<file path="src/vertical_cluster_section_linker_macros.svh">
// Assertion helpers for the top-level RTL file.
`ifndef VERTICAL_CLUSTER_SECTION_LINKER_MACROS_SVH
`define VERTICAL_CLUSTER_SECTION_LINKER_MACROS_SVH

`ifndef SYNTH
// Same-cycle implication.
`define VCSL_ASSERT_IMPL(lbl, clk, rst, ante, cons, msg) \
   lbl: assert property (@(posedge clk) disable iff (rst) (ante) |-> (cons)) \
      else $error(msg);
// Next-cycle implication.
`define VCSL_ASSERT_NEXT(lbl, clk, rst, ante, cons, msg) \
   lbl: assert property (@(posedge clk) disable iff (rst) (ante) |=> (cons)) \
      else $error(msg);
`else
`define VCSL_ASSERT_IMPL(lbl, clk, rst, ante, cons, msg)
`define VCSL_ASSERT_NEXT(lbl, clk, rst, ante, cons, msg)
`endif

`endif

</file>
<file path="src/vcsl_pkg.sv">
package vcsl_pkg;

   localparam int MAX_SECTIONS = 64;
   localparam int ID_W = $clog2(MAX_SECTIONS);
   localparam int CNT_W = $clog2(MAX_SECTIONS + 1);
   localparam int DZ_W = 14;
   localparam int SID_W = 6;
   localparam int COORD_W = 32;
   localparam logic [DZ_W-1:0] DZ_RESET = DZ_W'(200);

   // One cluster as it is compared and stored.
   typedef struct packed {
      logic signed [COORD_W-1:0] z;
      logic signed [COORD_W-1:0] min_x;
      logic signed [COORD_W-1:0] max_x;
      logic signed [COORD_W-1:0] min_y;
      logic signed [COORD_W-1:0] max_y;
   } item_type;

   // One section entry held by a cell.
   typedef struct packed {
      logic [ID_W-1:0] id;
      item_type        pos;
   } rec_type;

   // Registered compare results of one cell.
   typedef struct packed {
      logic gap_ok;
      logic ovl;
      logic gt;
   } flags_type;

   // Control from the top level to one cell.
   typedef struct packed {
      logic cmp_en;
      logic shift;
      logic load;
   } cell_ctl_type;

   typedef enum logic [1:0] {
      S_IDLE = 2'b01,
      S_UPD  = 2'b10
   } state_type;

   // Bit reversal of a per-cell vector.
   function automatic logic [MAX_SECTIONS-1:0] rev_vec(input logic [MAX_SECTIONS-1:0] v);
      logic [MAX_SECTIONS-1:0] r;
      for (int i = 0; i < MAX_SECTIONS; i++) begin
         r[i] = v[MAX_SECTIONS-1-i];
      end
      return r;
   endfunction

endpackage

</file>
<file path="src/vcsl_cell.sv">
module vcsl_cell (
   input  logic                      clock,
   input  vcsl_pkg::cell_ctl_type    ctl,
   input  vcsl_pkg::item_type        item,
   input  logic [vcsl_pkg::DZ_W-1:0] dz,
   input  vcsl_pkg::rec_type         nbr,
   input  vcsl_pkg::rec_type         new_rec,
   output vcsl_pkg::rec_type         rec,
   output vcsl_pkg::flags_type       flags
);
   import vcsl_pkg::*;

   rec_type             rec_ff, rec_in;
   flags_type           flags_ff, flags_in;
   logic signed [COORD_W:0] diff;
   logic [COORD_W:0]    mag;

   // Compare the broadcast cluster with this cell's entry.
   always_comb begin
      diff = {item.z[COORD_W-1], item.z} - {rec_ff.pos.z[COORD_W-1], rec_ff.pos.z};
      mag = diff[COORD_W] ? (COORD_W+1)'(-diff) : diff;
      flags_in.gap_ok = mag < {{(COORD_W+1-DZ_W){1'b0}}, dz};
      flags_in.ovl = (item.min_x <= rec_ff.pos.max_x) && (item.max_x >= rec_ff.pos.min_x) &&
                     (item.min_y <= rec_ff.pos.max_y) && (item.max_y >= rec_ff.pos.min_y);
      flags_in.gt = rec_ff.pos.z > item.z;
   end

   // Entry takes the new record, or its upper neighbor's during a reorder.
   always_comb begin
      rec_in = rec_ff;
      if (ctl.load) begin
         rec_in = new_rec;
      end else if (ctl.shift) begin
         rec_in = nbr;
      end
   end

   always_ff @(posedge clock) begin
      rec_ff <= rec_in;
      if (ctl.cmp_en) begin
         flags_ff <= flags_in;
      end
   end

   assign rec = rec_ff;
   assign flags = flags_ff;

endmodule

</file>
<file path="config.mk">
export PLATFORM = sky130hd
export DESIGN_NAME = vcsl_cell
export DESIGN_NICKNAME = d
export VERILOG_FILES = /design/src/vertical_cluster_section_linker_macros.svh /design/src/vcsl_pkg.sv /design/src/vcsl_cell.sv
export SDC_FILE = /design/constraint.sdc
export NUM_CORES = 1
export LEC_CHECK = 0
export ABC_AREA = 1
export BUFFER_PORTS_ARGS = -buffer_cell sky130_fd_sc_hd__buf_2
export CORE_AREA = 2 2 265 267
export DETAILED_ROUTE_END_ITERATION = 12
export DIE_AREA = 0 0 267 269
export GPL_TIMING_DRIVEN = 0
export PLACE_DENSITY_LB_ADDON = 0.08
export SLEW_MARGIN = 30
export SYNTH_ARGS = -nofsm -noshare
export SYNTH_HDL_FRONTEND = slang
export SYNTH_SLANG_ARGS = --single-unit
</file>
<file path="constraint.sdc">
create_clock -name clock -period 8.15 [get_ports clock]
set_input_delay 0.4075 -clock clock [delete_from_list [all_inputs] [get_ports clock]]
set_output_delay 0.4075 -clock clock [all_outputs]
set_load 0.01 [all_outputs]
</file>
# Word-level counts from Yosys, hierarchy flattened
# Index checks and enable logic that the tools add are counted.
totals:
  register_bits: 169
op_classes:
  magnitude_cmp: 6
  addsub: 2
  reduce_logical: 4
  n_mux: 3
op_table:
  columns: ["cell", "n"]
  rows:
  - ["166-bit two-way mux", 2]
  - ["32-bit greater-or-equal comparator", 2]
  - ["32-bit <= comparator", 2]
  - ["33-bit by 14-bit < comparator with 1-bit output", 1]
  - ["33-bit two-way mux", 1]
  - ["33-bit negator", 1]
  - ["32-bit by 32-bit subtractor with 33-bit output", 1]
  - ["32-bit greater-than comparator", 1]
  - ["1-bit logical AND", 3]
  - ["2-bit nonzero test", 1]

# Depth between registers and ports, before layout
# Gate-level depths: netlist (run 1).
depth:
  ltp_word: 4
  depth_mapped: 30

# Worst setup path before layout (run 1)
# Ideal clock, no wire load.
synth_path:
  path_type: "register -> register"
  start: "register rec_ff (netlist bit rec[128])"
  end: "register flags_ff (netlist bit flags[2]) (data pin)"
  arrival_time_ns: 3.798
  stages_incl_launch_ff: 30
  path_slack_ns: 4.214
  n_path_buf: 2
  required_time_ns: 8.012
  cell_sequence: "edfxtp_1 ha_1 fa_1 inv_1 nand2_2 nand2_1 nand3_2 nand2_1 nand2_1 nand2_2 nand4_2 nand2_1 nand2_1 nand2_4 buf_4 buf_2 nand2_1 xnor2_1 inv_1 ha_1 a21oi_1 o21ai_0 nand2_1 o2111a_1 o221ai_1 nand2_1 nand3_1 a21oi_1 nand4_1 nor2_1"
synth_lines:
  columns: ["element", "line", "text"]
  rows:
  - ["start: declaration", "vcsl_cell.sv:13", "rec_type rec_ff, rec_in;"]
  - ["start signal: assignment", "vcsl_cell.sv:39", "rec_ff <= rec_in;"]
  - ["end signal: assignment", "vcsl_cell.sv:41", "flags_ff <= flags_in;"]
  - ["end: declaration", "vcsl_cell.sv:14", "flags_type flags_ff, flags_in;"]

==> results.md, run 1 <==
* Die area at 0.07182 sq mm
* Top Ports at 679
* # DRC at 0
* Setup TNS at 0 ns
* CTS resizes at 0
* DIE WIDTH at 267 microns
* Worst Path Arrival at 5.24 ns
* Worst path top cell family by delay: simple AND/OR/NAND/NOR gates
* Fin crit share at 0.6125
* Worst-path clk slew at 0.09 ns
* Hold Buf Count CTS at 0
* Register area share after synthesis at 0.3459
* Number of cells on the critical path at 29
* Mapped Avg Cell Area at 6.993 sq um
* Post-synthesis register bit count at 169
* P&R area growth vs syn at 36.63%
* Placeable Area at 0.06930 sq mm
* Clk sinks at 169
* Die height at 269 microns
* Clk_lat worst skew at 0.49 ns
* Initial antenna violation count at 29
* CTS tree: built
* Max Freq at 200.3 MHz
* Actual slew at the worst max-slew pin at 0.8107 ns
* Critical path's slowest cell: edfxtp_1
* Post-synth top area cell: edfxtp_1
* VDD IR max at 0.00008463 V
* Post-synth top cells: 894 x nand2_1, 330 x inv_1, 175 x ha_1, 169 x edfxtp_1, 108 x nor2_1
* Total gr overflow at 0
* Final Hold Vio Count at 0
* Gate Count Post-Synth at 2098
* Worst Setup Start Kind: register
* Total Wirelength at 73250 microns
* Cell Rows at 97
* CP max stage delay at 0.40 ns
* CTS Root Cell: clkbuf_16
* Setup WS pre-CTS at 2.884 ns
* Aggregate global-route resource usage at 0.1991
* Synth Warn # at 0
* Unrepaired setup endpoints after global routing: false
* Max-slew violations at 0
* Synth top area cells: edfxtp_1 35%, nand2_1 23%, ha_1 15%, inv_1 8.4%, nand3_1 3.7%
* CP Data Required Time at 8.40 ns
* Static Leak at 11.25 nW
* Max-slew headroom at 0.4595
* Largest net degree at the start of global routing at 41
* Outcome: finished clean
* Via density at 4.237
* Ys async rst share at 0
* PortBufs at 677
* Count leader, synth: nand2_1
* Fin nets at 3485
* Initial DRC count at 731
* Worst hold path depth at 3
* Maximum fanout along the worst path at 10
* Share of cells above drive strength 1 at 0.2749
* Critical path class: reg2reg
* Max Root-Sink Buffers at 2
* Cts bufs inserted at 17
* Hpwl dp at 64750 microns
* # setup viols final at 0
* Post-CTS setup buffer count at 0
* WL per Instance at 19.47 microns
* Drt first pass iters at 5
* H-tree depth at 4
* Most common cell on crit path: nand2_1
* Post-synth EDFFs at 169
* Area of the mapped netlist at 0.01467 sq mm
* Hold_ws at 0.1703 ns
* Post-Syn Nets at 2784
* Pwr Density at 174.0 mW/mm^2
* Post-route antenna net violation count at 0
* CP endpoint kind: register
* Total chip power at 3.488 mW
* Reg2Reg Depth at 29
* Setup Skew at 0.01623 ns
* Via count at 15.94k
* Vias in the first global route at 16.04k
* Starting Density at 0.2117
* Min cycle time layout at 4.992 ns
* Hold Crit Class: in2reg
* Gpl congestion at 0.9678
* Max Cap Viol at 0
* Primary FF master, synth: edfxtp_1
* Worst Slack Setup Final at 3.158 ns
* WP buf/inv at 4
* Count of cell types in the netlist at 46
* First-pass GRT wire length at 102500 microns
* Yosys top cell area share at 0.3459
## flip-flops by register name, indices dropped and copies added (netlist names)
| name | flops |
|---|---|
| rec | 166 |
| flags | 3 |
## worst register-to-register path: cells and delay by family (launching register included)
| kind | cells | cell delay [ns] |
|---|---|---|
| flip-flops | 1 | 0.40 |
| AND/OR/NAND/NOR | 18 | 2.15 |
| adder cells (fa/ha/maj) | 3 | 0.91 |
| XOR/XNOR | 1 | 0.15 |
| AO/OA/AOI/OAI | 3 | 0.47 |
| buffers and inverters | 4 | 0.70 |
## through the flow
step,instances,util,cell area [sq um]
floorplan,2098,-,14670
global placement,3715,0.2776,19240
detailed placement,3720,0.2794,19360
CTS,3752,0.2888,20020
global route,3756,0.2890,20030
finish,3763,0.2893,20050
## routing by layer
metal  part of all wire  track usage  vias to the layer above  wire length, microns
met3              0.061      0.05689                      123                  4455
met5             0.0031            0                        -                   230
met4              0.034      0.07850                       34                  2490
li1                   -            -                     8120                     -
met1               0.38       0.2110                     7214                 27540
met2               0.53       0.3704                      453                 38540
## layout make-up
class / instances / area [sq um]
Sequential cell: 169 / 5075
Multi-Input combinational cell: 1551 / 8168
Clock buffer: 17 / 425.4
Inverter: 338 / 1269
Antenna cell: 11 / 27.53
Tap cell: 940 / 1176
Clock inverter: 15 / 227.7
Buffer: 40 / 166.4
Timing Repair Buffer: 682 / 3511
Fill cell: 7764 / 49250
## logic make-up after synthesis
logic type               share of synthesized area
AND/OR/NAND/NOR                             0.3391
flip-flops                                  0.3459
XOR/XNOR                                  0.008955
AO/OA/AOI/OAI                              0.05791
adder cells (fa/ha/maj)                     0.1506
buffers and inverters                      0.09756
## cell usage in the layout (no fill, tap or decap), types with 20 or more instances in the layout
cell and instances:
a21oi_1 87, buf_2 678, clkbuf_1 31, edfxtp_1 169, ha_1 175, inv_1 330
nand2_1 894, nand2_2 20, nand3_1 107, nand4_1 33, nor2_1 108, o21ai_0 27
## report_power, final
group / switching [mW] / leakage [nW] / internal, mW
Combinational: 0.903 / 9.20 / 0.513
Clock: 0.470 / 0.313 / 0.477
Sequential: 0.0536 / 1.74 / 1.07
## worst paths after layout
check / start / slack, ns / end
setup reg to reg: rec[128] / 3.16 / flags[2]
hold / removal: nbr[112] / 0.17 / rec[112]
hold reg to reg: rec[159] / 0.95 / flags[0]
setup / recovery: rec[128] / 3.16 / flags[2]
Note: power is estimated with default switching activity, not from simulation.
==> inputs of run 2 (changes only) <==
clock period = 4.67 ns   (was 8.15 ns; I/O delays follow)
==> results.md, run 2 (same netlist as run 1, synthesis figures left out) <==
* HP Start: nbr[127] (was nbr[112])
* NetSw at 2.536 mW (was 1.427 mW)
* Critical path's slowest cell: edfxtp_1 (unchanged)
* Final Hold Vio Count at 0 (unchanged)
* Most common cell after layout, fill and taps aside: nand2_1 (unchanged)
* Initial antenna violation count at 32 (was 29)
* Post-route antenna net violation count at 0 (unchanged)
* Worst R2R End: flags[2] (unchanged)
* Fin crit share at 0.9348 (was 0.6125)
* # setup viols final at 0 (unchanged)
* Reg2Reg Depth at 28 (was 29)
* Max-slew headroom at 0.4656 (was 0.4595)
* Critical R2R Launch: rec[128] (unchanged)
* Setup Skew at 0.01466 ns (was 0.01623 ns)
* Max-slew violations at 0 (unchanged)
* Via density at 4.216 (was 4.237)
* Via count at 16.62k (was 15.94k)
* Power share of the combinational group at 0.423 (was 0.406)
* Min cycle time layout at 4.365 ns (was 4.992 ns)
* H-tree depth at 4 (unchanged)
* CTS Root Cell: clkbuf_16 (unchanged)
* Clk sinks at 169 (unchanged)
* Hold Crit Class: in2reg (unchanged)
* Power share of the clock group at 0.264 (was 0.272)
* Initial DRC count at 804 (was 731)
* Drt first pass iters at 5 (unchanged)
* Hold-critical path endpoint: rec[127] (was rec[112])
* Max FFs per register at 166 (unchanged)
* Starting Density at 0.2117 (unchanged)
* CP max stage delay at 0.41 ns (was 0.40 ns)
* CTS tree: built (unchanged)
* First-pass GRT wire length at 104100 microns (was 102500 microns)
* Critical path class: reg2reg (unchanged)
* Total gr overflow at 0 (unchanged)
* Static Leak at 12.01 nW (was 11.25 nW)
* Maximum fanout along the worst path at 4 (was 10)
* WL per Instance at 18.79 microns (was 19.47 microns)
* Worst hold path depth at 3 (unchanged)
* Outcome: finished clean (unchanged)
* Placeable Area at 0.06930 sq mm (unchanged)
* Cell Rows at 97 (unchanged)
* Worst-path clk slew at 0.09 ns (about the same)
* Worst Setup Start Kind: register (unchanged)
* P&R area growth vs syn at 49.03% (was 36.63%)
* Total chip power at 6.270 mW (was 3.488 mW)
* Clk_lat worst skew at 0.49 ns (about the same)
* Hpwl dp at 64750 microns (unchanged)
* Worst Path Arrival at 4.71 ns (was 5.24 ns)
* Setup TNS at 0 ns (unchanged)
* Die area at 0.07182 sq mm (unchanged)
* Aggregate global-route resource usage at 0.2014 (was 0.1991)
* VDD IR max at 0.0001486 V (was 0.00008463 V)
* Total Wirelength at 74070 microns (was 73250 microns)
* PortBufs at 677 (unchanged)
* Cts bufs inserted at 17 (unchanged)
* DIE WIDTH at 267 microns (unchanged)
* Gpl congestion at 0.9678 (unchanged)
* Switching part of the total at 0.4044 (was 0.4092)
* Register-to-register setup slack at 0.30 ns (was 3.16 ns)
* Share of cells above drive strength 1 at 0.2645 (was 0.2749)
* Commonest non-fill, non-tap cells in the layout: 891 x nand2_1, 677 x buf_2, 328 x inv_1 (was 894 x nand2_1, 678 x buf_2, 330 x inv_1)
* Pwr Density at 286.8 mW/mm^2 (was 174.0 mW/mm^2)
* Max Freq at 229.1 MHz (was 200.3 MHz)
* Actual slew at the worst max-slew pin at 0.8016 ns (was 0.8107 ns)
* CP endpoint kind: register (unchanged)
* Pint at 3.734 mW (was 2.061 mW)
* Max Cap Viol at 0 (unchanged)
* Largest net degree at the start of global routing at 41 (unchanged)
* Vias in the first global route at 16.74k (was 16.04k)
* # DRC at 0 (unchanged)
* CP Data Required Time at 5.01 ns (was 8.40 ns)
* Hold_ws at 0.03480 ns (was 0.1703 ns)
* Critical Path Source: rec[128] (unchanged)
* Flop pwr share at 0.313 (was 0.322)
* Fin nets at 3663 (was 3485)
* Top Ports at 679 (unchanged)
* Max Root-Sink Buffers at 2 (unchanged)
* Die height at 269 microns (unchanged)
==> run 2: cell count changes in the layout (fill, tap and decap cells not counted), sizes merged <==
cell	previous run	this run
clkinvlp	1	2
buf	688	693
diode	11	12
inv	343	342
dlygate4sd3	0	173
==> run 2: routing by layer <==
layer / GRT usage / share of wire / wire (microns)
met1: 0.2131 / 0.38 / 27880
met2: 0.3719 / 0.52 / 38810
met3: 0.05680 / 0.060 / 4442
met5: 0 / 0.0035 / 257
met4: 0.08807 / 0.036 / 2676
==> run 2: worst max path at each step <==
stage,endpoint,slack [ns],cells after the start
finish,flags[2],0.30,28
global route,flags[2],-0.006,28
CTS,flags[2],0.03,28
detailed placement,flags[2],-0.47,29
global placement,rec[161],-0.92,3
floorplan,flags[2],0.73,29
==> run 2: worst max-delay path: cells and delay by family, from the launching register on <==
kind | cells | cell delay (ns)
xor gates and xnor gates | 1 | 0.16
and+or+nand+nor | 15 | 1.58
DFF | 1 | 0.41
adders and majority gates | 3 | 0.85
AOI/OAI and AO/OA | 6 | 0.89
buffers and inverters | 3 | 0.35
==> run 2: power groups by stage <==
stage	Combinational, mW	Sequential (mW)	Clock [mW]
global route	2.99	1.98	1.75
finish	2.65	1.96	1.65
global placement	2.49	2.00	0
CTS	2.67	1.96	1.73
detailed placement	2.50	2.00	0
floorplan	1.39	2.07	0
==> run 2: timing repair <==
item,CTS,global route
hold buffers,173,0
endpoints found under the hold margin,101,0
pin swaps,1,2
endpoints found under the setup margin,1,1
gates resized for setup,6,9
buffers inserted,2,4
==> run 2: through the flow <==
step | setup slack [ns] | util | instances | area (sq um)
after floorplan | 0.7343 | - | 2098 | 14670
after global placement | -0.9212 | 0.2776 | 3715 | 19240
after detailed placement | -0.4720 | 0.2794 | 3720 | 19360
after CTS | 0.02670 | 0.3143 | 3926 | 21780
after global routing | -0.005946 | 0.3153 | 3936 | 21850
final | 0.3045 | 0.3155 | 3942 | 21860
==> run 2: layout make-up <==
type / instances / area [sq um]
antenna: 12 / 30.03
sequential: 169 / 5075
tap: 940 / 1176
buffer: 39 / 165.2
inverter: 338 / 1272
clock inverter: 15 / 227.7
clock buffer: 17 / 425.4
timing repair buffer: 861 / 5288
fill: 7677 / 47440
multi-input combinational: 1551 / 8205
==> inputs of run 3 (changes only) <==
CORE_AREA = 2 2 261 263   (was 2 2 265 267)
DIE_AREA = 0 0 263 265   (was 0 0 267 269)
==> results.md, run 3 (same netlist as run 1, synthesis figures left out) <==
* Clk_lat worst skew at 0.49 ns (about the same)
* Worst Setup Start Kind: register (unchanged)
* Total Wirelength at 74550 microns (was 74070 microns)
* Setup WS pre-CTS at -0.5342 ns (was -0.4720 ns)
* Commonest non-fill, non-tap cells in the layout: 890 x nand2_1, 677 x buf_2, 328 x inv_1 (was 891 x nand2_1, 677 x buf_2, 328 x inv_1)
* Worst hold path depth at 3 (unchanged)
* VDD IR max at 0.0002085 V (was 0.0001486 V)
* Max-slew headroom at 0.4781 (was 0.4656)
* Drt first pass iters at 5 (unchanged)
* Initial antenna violation count at 31 (was 32)
* Hold_ws at 0.04770 ns (was 0.03480 ns)
* Worst Slack Setup Final at 0.2682 ns (was 0.3045 ns)
* Final Hold Vio Count at 0 (unchanged)
* Register-to-register setup slack at 0.27 ns (was 0.30 ns)
* H-tree depth at 4 (unchanged)
* Hold Crit Class: in2reg (unchanged)
* # DRC at 0 (unchanged)
* Via count at 16.94k (was 16.62k)
* Hpwl dp at 65060 microns (was 64750 microns)
* Share of cells above drive strength 1 at 0.2623 (was 0.2645)
* # setup viols final at 0 (unchanged)
* Cts bufs inserted at 17 (unchanged)
* Worst-path clk slew at 0.07 ns (was 0.09 ns)
* Gpl congestion at 0.9270 (was 0.9678)
* Worst R2R End: flags[2] (unchanged)
* Max Cap Viol at 0 (unchanged)
* Max Root-Sink Buffers at 2 (unchanged)
* Most common cell after layout, fill and taps aside: nand2_1 (unchanged)
* Max Freq at 227.2 MHz (was 229.1 MHz)
* Setup Skew at 0.01619 ns (was 0.01466 ns)
* Max-slew violations at 0 (unchanged)
* Total chip power at 6.246 mW (was 6.270 mW)
* Vias in the first global route at 17.16k (was 16.74k)
* Critical R2R Launch: rec[128] (unchanged)
* Via density at 4.349 (was 4.216)
* Placeable Area at 0.06680 sq mm (was 0.06930 sq mm)
* HP Start: nbr[133] (was nbr[127])
* CTS tree: built (unchanged)
* Post-route antenna net violation count at 0 (unchanged)
* Static Leak at 12.08 nW (was 12.01 nW)
* Worst Path Arrival at 4.74 ns (was 4.71 ns)
* CP Data Required Time at 5.01 ns (about the same)
* Total gr overflow at 0 (unchanged)
* Hold-critical path endpoint: rec[133] (was rec[127])
* Pwr Density at 284.2 mW/mm^2 (was 286.8 mW/mm^2)
* Aggregate global-route resource usage at 0.2092 (was 0.2014)
* Die area at 0.06970 sq mm (was 0.07182 sq mm)
* Maximum fanout along the worst path at 4 (unchanged)
* Max FFs per register at 166 (unchanged)
* Min cycle time layout at 4.402 ns (was 4.365 ns)
* Reg2Reg Depth at 27 (was 28)
* PortBufs at 677 (unchanged)
* CP endpoint kind: register (unchanged)
* Actual slew at the worst max-slew pin at 0.7829 ns (was 0.8016 ns)
* CTS Root Cell: clkbuf_16 (unchanged)
* Cell Rows at 95 (was 97)
* Fin crit share at 0.9426 (was 0.9348)
* Critical path class: reg2reg (unchanged)
* P&R area growth vs syn at 49.80% (was 49.03%)
* Top Ports at 679 (unchanged)
* DIE WIDTH at 263 microns (was 267 microns)
* Outcome: finished clean (unchanged)
* Initial DRC count at 680 (was 804)
* Clk sinks at 169 (unchanged)
* Die height at 265 microns (was 269 microns)
* WL per Instance at 19.14 microns (was 18.79 microns)
* First-pass GRT wire length at 107300 microns (was 104100 microns)
* Largest net degree at the start of global routing at 44 (was 41)
* Starting Density at 0.2196 (was 0.2117)
* Fin nets at 3685 (was 3663)
-- run 3: cell count changes in the layout (fill, tap and decap cells not counted), sizes merged --
cell | previous run | this run
clkbuf | 51 | 52
clkinvlp | 2 | 4
buf | 693 | 691
clkinv | 7 | 4
dlygate4sd3 | 173 | 197
diode | 12 | 9
-- run 3: what timing repair did --
item	4_1_cts	5_1_grt
hold buffers	197	0
endpoints found under the setup margin	1	1
gates resized for setup	10	11
endpoints found under the hold margin	115	0
buffers inserted	3	2
pin swaps	3	6
-- run 3: worst max path at each step --
stage               slack, ns  endpoint     start
floorplan                0.73  flags[2]  rec[128]
detailed placement      -0.53  flags[2]  rec[128]
global placement        -0.87    rec[1]    ctl[0]
finish                   0.27  flags[2]  rec[128]
global route            -0.02  flags[2]  rec[159]
CTS                      0.03  flags[2]  rec[128]
-- run 3: critical path, stage by stage, from the launching register on --
cell        delay [ns]
edfxtp_1          0.41
ha_2              0.21
fa_2              0.35
inv_2             0.09
nand2_2           0.09
nand2_4           0.11
nand3_4           0.08
nand2_2           0.12
nand2_2           0.08
nand2_2           0.14
nand4_4           0.10
nand2_1           0.10
nand2_1           0.08
nand2_4           0.13
clkinvlp_4        0.19
buf_4             0.18
buf_4             0.15
nor2_1            0.10
xor2_1            0.27
inv_1             0.13
ha_4              0.23
a21oi_2           0.18
o221ai_4          0.16
nand2_2           0.11
nand3_2           0.10
a21oi_2           0.14
nand4_1           0.11
nor2_2            0.11
-- run 3: where the power goes --
group | total, mW | switching (mW) | internal [mW]
Combinational | 2.70 | 1.65 | 1.06
Clock | 1.57 | 0.762 | 0.813
Sequential | 1.97 | 0.101 | 1.87
Total | 6.25 | 2.51 | 3.74
-- run 3: metrics by stage --
| step | instance area, sq um | std cells | utilization | setup TNS, ns |
|---|---|---|---|---|
| 6_report | 21980 | 3894 | 0.3290 | 0 |
| 5_1_grt | 21980 | 3893 | 0.3290 | -0.01712 |
| 4_1_cts | 21880 | 3883 | 0.3275 | 0 |
| 3_5_place_dp | 19250 | 3652 | 0.2881 | -0.5342 |
| 3_3_place_gp | 19150 | 3648 | 0.2867 | -137.34 |
| 2_1_floorplan | 14670 | 2098 | - | 0 |
-- run 3: cell type report --
class                           count  area [sq um]
Fill cell                        7415         44820
Clock inverter                     14         183.9
Clock buffer                       18         429.2
Multi-Input combinational cell   1551          8253
Antenna cell                        9         22.52
Inverter                          338          1272
Tap cell                          873          1092
Buffer                             39         165.2
Timing Repair Buffer              883          5485
Sequential cell                   169          5075
-- run 3: routing by layer --
layer | GRT usage | part of all wire | vias to the layer above
met5 | 0 | 0.0030 | -
met3 | 0.04858 | 0.051 | 109
met1 | 0.2275 | 0.39 | 7819
met2 | 0.3990 | 0.53 | 456
li1 | - | - | 8513
met4 | 0.06394 | 0.024 | 38
